<file path="src/design/kte_pkg.sv">
// kte_pkg.sv: shared types, constants and helpers of the keyed text field number extractor
`timescale 1ns / 1ps

package kte_pkg;

    // number of fields after the key and kept fraction digits
    localparam int NUM_FIELDS  = 5;
    localparam int FRAC_DIGITS = 3;

    localparam int FIELD_W = 3;
    localparam int FRAC_W  = 2;
    localparam int MAG_W   = 32;

    localparam logic [FIELD_W-1:0] LAST_FIELD_IDX = FIELD_W'(NUM_FIELDS - 1);
    localparam logic [FRAC_W-1:0]  FRAC_KEEP      = FRAC_W'(FRAC_DIGITS);

    // magnitude cap, 2^31
    localparam logic [MAG_W-1:0] MAG_CAP = 32'h8000_0000;

    // parse phases
    localparam logic [1:0] PH_SEARCH = 2'd0;
    localparam logic [1:0] PH_FIELDS = 2'd1;
    localparam logic [1:0] PH_DONE   = 2'd2;

    // number phases
    localparam logic [1:0] NP_BEFORE = 2'd0;
    localparam logic [1:0] NP_INT    = 2'd1;
    localparam logic [1:0] NP_FRAC   = 2'd2;
    localparam logic [1:0] NP_ENDED  = 2'd3;

    // character codes
    localparam logic [7:0] CH_QUOTE  = 8'h22;
    localparam logic [7:0] CH_T      = 8'h54;
    localparam logic [7:0] CH_COMMA  = 8'h2C;
    localparam logic [7:0] CH_RBRACE = 8'h7D;
    localparam logic [7:0] CH_COLON  = 8'h3A;
    localparam logic [7:0] CH_MINUS  = 8'h2D;
    localparam logic [7:0] CH_PLUS   = 8'h2B;
    localparam logic [7:0] CH_POINT  = 8'h2E;
    localparam logic [7:0] CH_SPACE  = 8'h20;
    localparam logic [7:0] CH_TAB    = 8'h09;
    localparam logic [7:0] CH_CR     = 8'h0D;
    localparam logic [7:0] CH_ZERO   = 8'h30;
    localparam logic [7:0] CH_NINE   = 8'h39;

    typedef struct packed {
        logic [7:0] in_byte;
        logic       message_start;
    } kte_in_t;

    typedef struct packed {
        logic [FIELD_W-1:0] field_number;
        logic signed [31:0] field_value;
        logic               value_overflow;
        logic               last_field;
    } kte_out_t;

    // power of ten for the missing fraction digits
    function automatic logic [9:0] scale_of(input logic [FRAC_W-1:0] shift);
        logic [9:0] s;
        case (shift)
            2'd0:    s = 10'd1;
            2'd1:    s = 10'd10;
            2'd2:    s = 10'd100;
            default: s = 10'd1000;
        endcase
        return s;
    endfunction

endpackage

</file>
<file path="src/design/kte_in_if.sv">
// kte_in_if.sv: byte channel carrying one reply text byte per transfer
`timescale 1ns / 1ps

interface kte_in_if;
    import kte_pkg::*;

    logic    valid;
    logic    ready;
    kte_in_t data;

    modport source (output valid, output data, input ready);
    modport sink   (input valid, input data, output ready);
endinterface

</file>
<file path="src/design/kte_out_if.sv">
// kte_out_if.sv: result channel carrying one parsed field per transfer
`timescale 1ns / 1ps

interface kte_out_if;
    import kte_pkg::*;

    logic     valid;
    logic     ready;
    kte_out_t data;

    modport source (output valid, output data, input ready);
    modport sink   (input valid, input data, output ready);
endinterface

</file>
<file path="src/design/keyed_text_field_number_extractor.sv">
// keyed_text_field_number_extractor.sv: byte-wise parser of keyed numeric fields
`timescale 1ns / 1ps

// Takes a sensor reply one byte per transfer, looks for the key "T" (quote, T,
// quote) and then reads NUM_FIELDS fields. In each field, bytes up to the first
// colon are ignored; after it leading white space is skipped, then an optional
// sign, integer digits, a point and fraction digits form the number. A comma or
// closing brace ends the field and gives one result transfer: the value times
// 10^FRAC_DIGITS (extra fraction digits truncated), saturated to 32 bits signed
// with value_overflow set. A reply without the key gives no results; after the
// last field bytes are ignored until message_start marks a new reply. One byte
// is taken every cycle unless a field-ending byte meets a result not yet taken;
// the result then moves from the input register to the result register. The only
// wide path is 32 x 10 bit constant scaling at field end plus saturation compare.
module keyed_text_field_number_extractor (
    input  logic       clk,
    input  logic       rst_n,
    kte_in_if.sink     byte_ch,
    kte_out_if.source  field_ch
);
    import kte_pkg::*;

    // input register
    logic          s1_valid_reg;
    kte_in_t       s1_data_reg;

    // parser state
    logic [1:0]         parse_phase_reg,  parse_phase_next;
    logic [1:0]         key_match_reg,    key_match_next;
    logic [FIELD_W-1:0] cur_field_reg,    cur_field_next;
    logic               colon_seen_reg,   colon_seen_next;
    logic [1:0]         num_phase_reg,    num_phase_next;
    logic               is_neg_reg,       is_neg_next;
    logic [MAG_W-1:0]   mag_reg,          mag_next;
    logic [FRAC_W-1:0]  frac_cnt_reg,     frac_cnt_next;
    logic               sat_reg,          sat_next;

    // result register
    logic     out_valid_reg;
    kte_out_t out_data_reg;

    // state as seen by this byte, after an optional new-reply clear
    logic [1:0]         ph;
    logic [1:0]         km;
    logic [FIELD_W-1:0] cf;
    logic               cs;
    logic [1:0]         np;
    logic               neg;
    logic [MAG_W-1:0]   mag;
    logic [FRAC_W-1:0]  fc;
    logic               sat;

    logic [7:0]   b;
    logic         is_digit;
    logic         is_space;
    logic         take;
    logic [35:0]  digit_sum;
    logic [MAG_W-1:0] mag_digit;
    logic         digit_sat;

    logic         emit;
    logic [FRAC_W-1:0] shift;
    logic [41:0]  scaled;
    logic [41:0]  limit;
    logic [41:0]  clipped;
    logic         clip;
    logic         is_last;
    kte_out_t     result;

    logic s1_fire;

    assign b        = s1_data_reg.in_byte;
    assign is_digit = (b >= CH_ZERO) && (b <= CH_NINE);
    assign is_space = (b == CH_SPACE) || ((b >= CH_TAB) && (b <= CH_CR));

    // a byte that makes no result never waits on the result side
    assign s1_fire       = s1_valid_reg && (!emit || !out_valid_reg || field_ch.ready);
    assign byte_ch.ready = !s1_valid_reg || s1_fire;

    assign field_ch.valid = out_valid_reg;
    assign field_ch.data  = out_data_reg;

    // new reply clears everything before the byte is looked at
    always_comb
    begin
        if (s1_data_reg.message_start)
        begin
            ph  = PH_SEARCH;
            km  = 2'd0;
            cf  = '0;
            cs  = 1'b0;
            np  = NP_BEFORE;
            neg = 1'b0;
            mag = '0;
            fc  = '0;
            sat = 1'b0;
        end
        else
        begin
            ph  = parse_phase_reg;
            km  = key_match_reg;
            cf  = cur_field_reg;
            cs  = colon_seen_reg;
            np  = num_phase_reg;
            neg = is_neg_reg;
            mag = mag_reg;
            fc  = frac_cnt_reg;
            sat = sat_reg;
        end
    end

    // accumulate one decimal digit, capped at 2^31
    always_comb
    begin
        digit_sum = ({4'd0, mag} * 36'd10) + {32'd0, b[3:0]};
        digit_sat = digit_sum > {4'd0, MAG_CAP};
        mag_digit = digit_sat ? MAG_CAP : digit_sum[MAG_W-1:0];
    end

    // field-end scaling and saturation
    always_comb
    begin
        shift   = FRAC_KEEP - fc;
        scaled  = {10'd0, mag} * {32'd0, scale_of(shift)};
        limit   = neg ? {10'd0, MAG_CAP} : ({10'd0, MAG_CAP} - 42'd1);
        clip    = scaled > limit;
        clipped = clip ? limit : scaled;
        is_last = cf >= LAST_FIELD_IDX;

        result.field_number   = cf;
        result.field_value    = neg ? (32'd0 - clipped[31:0]) : clipped[31:0];
        result.value_overflow = sat || clip;
        result.last_field     = is_last;
    end

    // next parser state
    always_comb
    begin
        parse_phase_next = ph;
        key_match_next   = km;
        cur_field_next   = cf;
        colon_seen_next  = cs;
        num_phase_next   = np;
        is_neg_next      = neg;
        mag_next         = mag;
        frac_cnt_next    = fc;
        sat_next         = sat;
        emit             = 1'b0;
        take             = 1'b0;

        unique case (ph)
            PH_SEARCH:
            begin
                unique case (km)
                    2'd0:
                    begin
                        key_match_next = (b == CH_QUOTE) ? 2'd1 : 2'd0;
                    end
                    2'd1:
                    begin
                        if (b == CH_T)
                            key_match_next = 2'd2;
                        else
                            key_match_next = (b == CH_QUOTE) ? 2'd1 : 2'd0;
                    end
                    default:
                    begin
                        // full key: start reading fields
                        key_match_next = 2'd0;
                        if (b == CH_QUOTE)
                        begin
                            parse_phase_next = PH_FIELDS;
                            cur_field_next   = '0;
                            colon_seen_next  = 1'b0;
                            num_phase_next   = NP_BEFORE;
                            is_neg_next      = 1'b0;
                            mag_next         = '0;
                            frac_cnt_next    = '0;
                            sat_next         = 1'b0;
                        end
                    end
                endcase
            end
            PH_FIELDS:
            begin
                if ((b == CH_COMMA) || (b == CH_RBRACE))
                begin
                    emit            = 1'b1;
                    colon_seen_next = 1'b0;
                    num_phase_next  = NP_BEFORE;
                    is_neg_next     = 1'b0;
                    mag_next        = '0;
                    frac_cnt_next   = '0;
                    sat_next        = 1'b0;
                    if (is_last)
                        parse_phase_next = PH_DONE;
                    else
                        cur_field_next = cf + 1'b1;
                end
                else if (cs)
                begin
                    unique case (np)
                        NP_BEFORE:
                        begin
                            if (is_space)
                                num_phase_next = NP_BEFORE;
                            else if (b == CH_MINUS)
                            begin
                                is_neg_next    = 1'b1;
                                num_phase_next = NP_INT;
                            end
                            else if (b == CH_PLUS)
                                num_phase_next = NP_INT;
                            else if (is_digit)
                            begin
                                take           = 1'b1;
                                num_phase_next = NP_INT;
                            end
                            else if (b == CH_POINT)
                                num_phase_next = NP_FRAC;
                            else
                                num_phase_next = NP_ENDED;
                        end
                        NP_INT:
                        begin
                            if (is_digit)
                                take = 1'b1;
                            else if (b == CH_POINT)
                                num_phase_next = NP_FRAC;
                            else
                                num_phase_next = NP_ENDED;
                        end
                        NP_FRAC:
                        begin
                            if (is_digit)
                            begin
                                // digits past the kept count are dropped
                                if (fc < FRAC_KEEP)
                                begin
                                    take          = 1'b1;
                                    frac_cnt_next = fc + 1'b1;
                                end
                            end
                            else
                                num_phase_next = NP_ENDED;
                        end
                        default:
                        begin
                            num_phase_next = NP_ENDED;
                        end
                    endcase
                end
                else if (b == CH_COLON)
                    colon_seen_next = 1'b1;
            end
            default:
            begin
                // done (and the unused code): ignore bytes
                parse_phase_next = ph;
            end
        endcase

        if (take)
        begin
            mag_next = mag_digit;
            sat_next = sat || digit_sat;
        end
    end

    // input register
    always_ff @(posedge clk or negedge rst_n)
    begin
        if (!rst_n)
            s1_valid_reg <= 1'b0;
        else if (byte_ch.ready)
            s1_valid_reg <= byte_ch.valid;
    end

    always_ff @(posedge clk)
    begin
        if (byte_ch.ready && byte_ch.valid)
            s1_data_reg <= byte_ch.data;
    end

    // parser state, updated once per byte
    always_ff @(posedge clk or negedge rst_n)
    begin
        if (!rst_n)
        begin
            parse_phase_reg <= PH_SEARCH;
            key_match_reg   <= 2'd0;
            cur_field_reg   <= '0;
            colon_seen_reg  <= 1'b0;
            num_phase_reg   <= NP_BEFORE;
            is_neg_reg      <= 1'b0;
            mag_reg         <= '0;
            frac_cnt_reg    <= '0;
            sat_reg         <= 1'b0;
        end
        else if (s1_fire)
        begin
            parse_phase_reg <= parse_phase_next;
            key_match_reg   <= key_match_next;
            cur_field_reg   <= cur_field_next;
            colon_seen_reg  <= colon_seen_next;
            num_phase_reg   <= num_phase_next;
            is_neg_reg      <= is_neg_next;
            mag_reg         <= mag_next;
            frac_cnt_reg    <= frac_cnt_next;
            sat_reg         <= sat_next;
        end
    end

    // result register
    always_ff @(posedge clk or negedge rst_n)
    begin
        if (!rst_n)
            out_valid_reg <= 1'b0;
        else if (s1_fire && emit)
            out_valid_reg <= 1'b1;
        else if (field_ch.ready)
            out_valid_reg <= 1'b0;
    end

    always_ff @(posedge clk)
    begin
        if (s1_fire && emit)
            out_data_reg <= result;
    end

`ifndef SYNTHESIS
    // field index never runs past the last field
    assert property (@(posedge clk) disable iff (!rst_n)
        cur_field_reg <= LAST_FIELD_IDX)
        else $error("field index beyond last field");

    // kept fraction digits never exceed the configured count
    assert property (@(posedge clk) disable iff (!rst_n)
        frac_cnt_reg <= FRAC_KEEP)
        else $error("fraction digit count too large");

    // a saturated accumulator holds its cap
    assert property (@(posedge clk) disable iff (!rst_n)
        sat_reg |-> (mag_reg == MAG_CAP))
        else $error("saturated accumulator left its cap");

    // a result marked last carries the last field index
    assert property (@(posedge clk) disable iff (!rst_n)
        (out_valid_reg && out_data_reg.last_field) |->
            (out_data_reg.field_number == LAST_FIELD_IDX))
        else $error("last flag on wrong field");
`endif

endmodule

</file>
<file path="src/flat_wrapper.sv">
// flat-port wrapper written by rule: the top's interface ports become plain ports
module keyed_text_field_number_extractor_flat import kte_pkg::*;
  (clk, rst_n, byte_ch_valid, byte_ch_data, byte_ch_ready, field_ch_valid, field_ch_data, field_ch_ready);
  kte_in_if byte_ch_i ();
  kte_out_if field_ch_i ();
  input  logic clk;
  input  logic rst_n;
  input wire logic [$bits(byte_ch_i.valid)-1:0] byte_ch_valid;
  input wire logic [$bits(byte_ch_i.data)-1:0] byte_ch_data;
  output wire logic [$bits(byte_ch_i.ready)-1:0] byte_ch_ready;
  output wire logic [$bits(field_ch_i.valid)-1:0] field_ch_valid;
  output wire logic [$bits(field_ch_i.data)-1:0] field_ch_data;
  input wire logic [$bits(field_ch_i.ready)-1:0] field_ch_ready;
  assign byte_ch_i.valid = byte_ch_valid;
  assign byte_ch_i.data = byte_ch_data;
  assign byte_ch_ready = byte_ch_i.ready;
  assign field_ch_valid = field_ch_i.valid;
  assign field_ch_data = field_ch_i.data;
  assign field_ch_i.ready = field_ch_ready;
  keyed_text_field_number_extractor u_core (.clk(clk), .rst_n(rst_n), .byte_ch(byte_ch_i), .field_ch(field_ch_i));
endmodule
</file>
<file path="config.mk">
export PLATFORM = sky130hd
export DESIGN_NAME = keyed_text_field_number_extractor_flat
export DESIGN_NICKNAME = d
export VERILOG_FILES = /design/src/design/kte_pkg.sv /design/src/design/kte_in_if.sv /design/src/design/kte_out_if.sv /design/src/design/keyed_text_field_number_extractor.sv /design/src/flat_wrapper.sv
export SDC_FILE = /design/constraint.sdc
export NUM_CORES = 1
export LEC_CHECK = 0
export ABC_AREA = 1
export BUFFER_PORTS_ARGS = -buffer_cell sky130_fd_sc_hd__buf_2
export CORE_MARGIN = 3
export CORE_UTILIZATION = 30
export DETAILED_ROUTE_END_ITERATION = 7
export PLACE_DENSITY_LB_ADDON = 0.1
export SKIP_CTS_REPAIR_TIMING = 1
export SLEW_MARGIN = 15
export SYNTH_ARGS = -nofsm -noshare
export SYNTH_HDL_FRONTEND = slang
export SYNTH_SLANG_ARGS = --single-unit
</file>
<file path="constraint.sdc">
create_clock -name clk -period 12.7 [get_ports clk]
set_input_delay 0.635 -clock clk [delete_from_list [all_inputs] [get_ports clk]]
set_output_delay 0.635 -clock clk [all_outputs]
set_load 0.005 [all_outputs]
</file>
==> reports/qor.csv, run 1 <==
metric,value,unit
outcome,finished clean,
CTS tree,built,
asr flop ratio synth,51.1,%
final setup fails,0,
met2 WL post-DR,30400,um
"non-filler cells, final",3789,
final RePlAce weighted congestion,0.913,
max FFs per register,37,
cells on worst reg2reg path,47,
Placed Area,21000,sq um
Syn Nets,3325,
wire per inst,16.8,um
Max Slew Vio Count,0,
"FF+latch count, synth",94,
Final min period,11.07,ns
DR DRC count,0,
peak supply drop,0.0561,mV
routed vias,18200,
DR WL met3,1750,um
utilization after layout,32.9,%
DP Cell Count,3773,
uppermost layer routed,met4,
static leakage,11.4,nW
TritonCTS buffer count,9,
"EDFF count, synth",46,
Sink Count,94,
worst path required time,12.85,ns
Clock transition at path regs,0.09,ns
initial antenna violation count,0,
Starting DRT DRC Count,873,
power density cells,99.4,nW/um^2
Worst Setup End Kind,register,
Internal Power,0.000970,W
Slew @ Worst Pin,1.04,ns
First-pass DRT Iterations,6,
clk_lat worst skew,0.40,ns
diode count,0,
f_max,90.4,MHz
H-tree Lvls,3,
Netlist Area Pre-Place,19900,sq um
initial cell density of the core,30.6,%
CTS Root Cell,clkbuf_16,
setup total negative slack,0,ns
Avg Inst Size Synth,6.83,sq um
RSZ-0062 raised after global routing,false,
IO Pins,52,
clock network power share,14.0,%
Crit Path Max Fanout,57,
die height,263,um
Cell variety after synth,56,
fraction of layout cells with a size suffix above 1,5.21,%
dpl hpwl,55200,um
grt ovf,0,
Placement Rows,93,
Worst Path Arrival,11.22,ns
vias in the first global route,18700,
Startpoint Class,register,
Max-slew headroom,30.4,%
Total GRT Usage,18.3,%
final worst-path cycle share,87.1,%
CP max-delay cell,nor2_1,
Comb pwr share,68.8,%
r2r setup slk,1.63,ns
Hold Fails Final Rpt,0,
first-pass GRT wire length,102000,um
predominant post-synthesis flop cell,dfrtp_1,
Post-Synthesis Cells,2907,
Layout area overhead,7.56,%
Sw Ratio,54.3,%
CP Class,reg -> reg,
Max Root-Sink Buffers,2,
filler cell count,7205,
Nets,3347,
die area,69300,sq um
chip width,263,um
CP max stage delay,0.80,ns
max_cap viols,0,
worst r2r src,u_core.s1_data_reg[0],
net load switching power,0.00115,W
Clock Skew,0.0199,ns
routed wire length,63600,um
I/O Buffers,51,
Core ar.,64900,sq um
post-route cell area,21400,sq um
register area share after synthesis,13.0,%
yosys warns,0,
met1 wire length,30000,um
Flop pwr share,17.2,%
FF-to-FF End,u_core.field_ch.data[22],
Post-DRT Antenna Nets,0,
Via density,4.79,
largest net degree at the start of global routing,60,
HP Class,in -> async,
"most used cell, CP",nand2_1,
## metrics by stage
step	setup slack [ns]	power (W)	hold WS [ns]
2_1_floorplan	4.47	0.00146	0.339
3_3_place_gp	1.66	0.00183	0.468
3_5_place_dp	1.55	0.00184	0.471
4_1_cts	1.54	0.00214	0.354
5_1_grt	0.639	0.00238	0.379
6_report	1.63	0.00212	0.334
## worst max-delay path by stage
stage | end | slack (ns) | depth (start not counted) | from
6_report | u_core.field_ch.data[22] | 1.63 | 47 | u_core.s1_data_reg[0]
2_1_floorplan | u_core.field_ch.data[20] | 4.47 | 46 | u_core.s1_data_reg[0]
3_3_place_gp | u_core.field_ch.data[22] | 1.66 | 47 | u_core.s1_data_reg[0]
5_1_grt | u_core.field_ch.data[22] | 0.64 | 47 | u_core.s1_data_reg[0]
3_5_place_dp | u_core.field_ch.data[22] | 1.55 | 47 | u_core.s1_data_reg[0]
4_1_cts | u_core.field_ch.data[22] | 1.54 | 47 | u_core.s1_data_reg[0]
## critical path: cells and delay by family, from the launching register on
family | cells | cell delay, ns
compound gates | 6 | 1.37
xor+xnor | 1 | 0.34
fa+ha+maj | 8 | 3.38
buf+inv | 10 | 1.39
flops | 1 | 0.67
simple gates | 22 | 3.62
## synth_stat cells, types with 5 or more instances
| master | instances | area share [%] |
|---|---|---|
| o21bai_1 | 7 | 0.26 |
| a21oi_1 | 122 | 3.1 |
| nor3_1 | 37 | 0.93 |
| nor2_2 | 16 | 0.50 |
| o22ai_1 | 6 | 0.19 |
| xnor2_1 | 23 | 1.0 |
| nand3_2 | 7 | 0.35 |
| nand4_1 | 35 | 1.1 |
| nor4_1 | 10 | 0.32 |
| ha_1 | 208 | 13 |
| buf_1 | 7 | 0.13 |
| a22oi_1 | 5 | 0.19 |
| fa_1 | 197 | 20 |
| a211oi_1 | 6 | 0.23 |
| buf_6 | 6 | 0.34 |
| buf_4 | 5 | 0.19 |
| nand3_1 | 174 | 4.4 |
| nand2_2 | 14 | 0.44 |
| nand3b_1 | 15 | 0.57 |
| o21ai_0 | 103 | 2.6 |
| inv_1 | 576 | 11 |
| xor2_1 | 50 | 2.2 |
| nor2_1 | 333 | 6.3 |
| edfxtp_1 | 46 | 7.0 |
| nand2_1 | 736 | 14 |
| clkbuf_1 | 34 | 0.64 |
| dfrtp_1 | 48 | 6.1 |
| a31oi_1 | 28 | 0.88 |
## power by group through the flow
stage	combinational [W]	clock (W)	sequential [W]
after floorplan	0.00109	0	0.000367
after global placement	0.00146	0	0.000372
after detailed placement	0.00147	0	0.000372
after CTS	0.00147	0.000307	0.000366
after global routing	0.00169	0.000319	0.000367
final	0.00146	0.000297	0.000365
## cell type report
cell class / count / area (sq um) / area share, %
Inverter: 583 / 2190 / 10.2
Timing Repair Buffer: 67 / 375 / 1.76
Clock inverter: 7 / 86.3 / 0.404
Clock buffer: 9 / 225 / 1.05
Multi-Input combinational cell: 2174 / 14800 / 69.4
Tap cell: 855 / 1070 / 5.01
Sequential cell: 94 / 2580 / 12.1
## cells in the final DEF (no fill, tap or decap), drive strengths merged, types with 4 or more instances in the layout
cell,instances
nand2,751
inv,584
nor2,354
ha,208
fa,197
nand3,182
a21oi,124
o21ai,107
buf,67
xor2,53
dfrtp,48
edfxtp,46
nor3,39
nand4,36
a31oi,28
xnor2,23
nand3b,16
nor4,11
clkbuf,9
o21bai,8
o22ai,6
a211oi,6
clkinv,6
a22oi,5
o211ai,4
## per-layer routing
layer | vias up | GRT usage, %
met5 | - | 0
met4 | 0 | 4.53
met3 | 71 | 1.67
met2 | 298 | 31.7
met1 | 8661 | 24.7
li1 | 9133 | -
## cells by family (layout without fill, tap and decap cells)
logic type	after synthesis	in the layout	synth area share, %
xor+xnor	76	76	3.47
simple gates	1396	1396	29.9
buf+inv	639	666	12.4
compound gates	297	297	8.25
flops	94	94	13.0
fa+ha+maj	405	405	33.0
Power figures use the tool's default switching activity.
==> run 2, diff against run 1 <==
clock period = 13.8 ns   (was 12.7 ns; I/O delays follow)
==> run 2 against run 1 <==
Compared with the run above:
- wire length fell by 0.45%
- worst hold slack better by 0.041 ns
- non-clock buffer count decreased by 3
- total power shrank 8.3%
- utilization about the same
- sequential power fell by 7.7%
- first-iteration DRC count up 16%
- setup slack improved by 1.1 ns
- clock power down 8.1%
- count of clock-buffer cells in the layout stayed put
- critical endpoint unchanged
==> reports/qor.csv, run 2 (synthesis gave the netlist of run 1 again) <==
metric,value,unit,change
multi-input logic area,14800,sq um,about the same
first-pass GRT wire length,102000,um,about the same
WP depth,46,,-2.1%
RSZ-0062 raised after global routing,false,,
"non-filler cells, final",3786,,-0.079%
Sw Ratio,54.1,%,-0.19 points
Startpoint Class,register,,
worst r2r src,u_core.s1_data_reg[0],,
IO Pins,52,,unchanged
Clock Skew,0.0212,ns,+0.00132 ns
chip width,263,um,unchanged
max FFs per register,37,,unchanged
CP Class,reg -> reg,,
Layout area overhead,7.44,%,
fraction of layout cells with a size suffix above 1,5.08,%,-0.13 points
CTS Root Cell,clkbuf_16,,
die area,69300,sq um,unchanged
CP max-delay cell,nor2_1,,
final setup fails,0,,unchanged
CP max stage delay,0.87,ns,+0.07 ns
max_cap viols,0,,unchanged
setup total negative slack,0,ns,unchanged
final worst-path cycle share,80.4,%,-6.7 points
"commonest non-fill, non-tap cell in the layout",nand2_1,,
H-tree Lvls,3,,unchanged
Register Area,2580,sq um,unchanged
grt ovf,0,,unchanged
CP Buf/Inv Count,9,,-1
Core ar.,64900,sq um,unchanged
clk_lat worst skew,0.40,ns,about the same
DR DRC count,0,,unchanged
Total GRT Usage,18.3,%,-0.024 points
outcome,finished clean,,
initial antenna violation count,0,,unchanged
Comb pwr share,68.7,%,about the same
Hold Fails Final Rpt,0,,unchanged
Slew @ Worst Pin,1.13,ns,+0.0934 ns
routed wire length,63300,um,-0.45%
Placement Rows,93,,unchanged
Worst Setup End Kind,register,,
Worst Path Arrival,11.25,ns,+0.03 ns
r2r setup slk,2.70,ns,+1.07 ns
diode count,0,,unchanged
Max Slew Vio Count,0,,unchanged
Flop pwr share,17.3,%,about the same
First-pass DRT Iterations,5,,-1
clock network power share,14.0,%,about the same
DP Cell Count,3770,,-0.080%
Max-slew headroom,24.2,%,-6.2 points
net load switching power,0.00105,W,-8.6%
largest net degree at the start of global routing,64,,+6.7%
Crit Path Max Fanout,57,,unchanged
final RePlAce weighted congestion,0.897,,-1.7%
most frequent cells in the layout,"nand2_1 (736), inv_1 (576), nor2_1 (330)",,
f_max,90.1,MHz,-0.30%
HP Class,in -> async,,
cells on worst reg2reg path,46,,-2.1%
initial cell density of the core,30.6,%,unchanged
Post-DRT Antenna Nets,0,,unchanged
vias in the first global route,18800,,+0.23%
FF-to-FF End,u_core.field_ch.data[22],,
Sink Count,94,,unchanged
Via density,4.79,,-0.16%
TritonCTS buffer count,9,,unchanged
I/O Buffers,51,,unchanged
Clock transition at path regs,0.09,ns,about the same
crit path capture,u_core.field_ch.data[22],,
Nets,3344,,-0.090%
power density cells,91.3,nW/um^2,-8.2%
"most used cell, CP",nand2_1,,
Final min period,11.10,ns,+0.0328 ns
"CP delay by family, top",simple AND/OR/NAND/NOR gates,,
CTS tree,built,,
dpl hpwl,54900,um,-0.51%
Starting DRT DRC Count,1017,,+16%
peak supply drop,0.0584,mV,+4.2%
routed vias,18100,,-0.24%
wire per inst,16.7,um,-0.37%
Max Root-Sink Buffers,2,,unchanged
static leakage,11.4,nW,-0.12%
filler cell count,7224,,+0.26%
Internal Power,0.000893,W,-7.9%
Critical Path Source,u_core.s1_data_reg[0],,
worst path required time,13.95,ns,+1.10 ns
die height,263,um,unchanged
-- run 2: cell types whose count changed in the layout (fill, tap and decap cells not counted) --
| cell | delta |
|---|---|
| inv_8 | -1 |
| clkinv_8 | +1 |
| inv_6 | -1 |
| buf_4 | -3 |
| a31oi_2 | -1 |
| clkinv_4 | +1 |
| a31oi_1 | +1 |
-- run 2: area by class of cell --
| type | count | share of cell area (%) |
|---|---|---|
| multi-input cells | 2174 | 69.5 |
| flip-flops and latches | 94 | 12.1 |
| inverters | 583 | 10.3 |
| well taps | 855 | 5.02 |
| repair buffers | 64 | 1.65 |
| clock buffers | 9 | 1.06 |
| clock inverters | 7 | 0.428 |
-- run 2: worst min-delay path by stage --
stage | depth (start not counted) | slack, ns | startpoint | to
2_1_floorplan | 0 | 0.39 | rst_n | u_core.colon_seen_reg
3_3_place_gp | 2 | 0.46 | u_core.sat_reg | u_core.sat_reg
3_5_place_dp | 2 | 0.47 | u_core.sat_reg | u_core.sat_reg
4_1_cts | 2 | 0.39 | rst_n | u_core.key_match_reg[1]
5_1_grt | 2 | 0.41 | rst_n | u_core.key_match_reg[1]
6_report | 2 | 0.38 | rst_n | u_core.key_match_reg[0]
-- run 2: stage by stage --
step           setup WS, ns  total power, W  utilization, %  hold WS [ns]  area, sq um
2_1_floorplan          5.57         0.00134               -         0.394        19900
3_3_place_gp           2.85         0.00168            32.4         0.462        21000
3_5_place_dp           2.73         0.00168            32.4         0.473        21000
4_1_cts                2.72         0.00197            32.8         0.390        21300
5_1_grt                1.85         0.00218            32.8         0.414        21300
6_report               2.70         0.00195            32.8         0.376        21300
-- run 2: power by group through the flow --
stage | Combinational, W | Clock (W) | Sequential [W]
floorplan | 0.00100 | 0 | 0.000338
global placement | 0.00134 | 0 | 0.000342
detailed placement | 0.00134 | 0 | 0.000343
CTS | 0.00135 | 0.000283 | 0.000337
global route | 0.00155 | 0.000294 | 0.000338
finish | 0.00134 | 0.000273 | 0.000337
-- run 2: layer usage --
metal | wire (um) | vias up | track usage (%)
met5 | 0 | - | 0
met4 | 1230 | 0 | 4.13
met3 | 1700 | 62 | 1.95
met2 | 30200 | 289 | 31.7
met1 | 30100 | 8641 | 24.6
li1 | - | 9127 | -
-- run 2: worst reg2reg max path, delay by kind of cell, from the launching register on --
kind	cells	cell delay, ns
xor gates and xnor gates	1	0.37
AOI/OAI and AO/OA	6	1.35
DFF	1	0.71
and+or+nand+nor	22	3.74
buffers and inverters	9	1.25
adders and majority gates	8	3.40
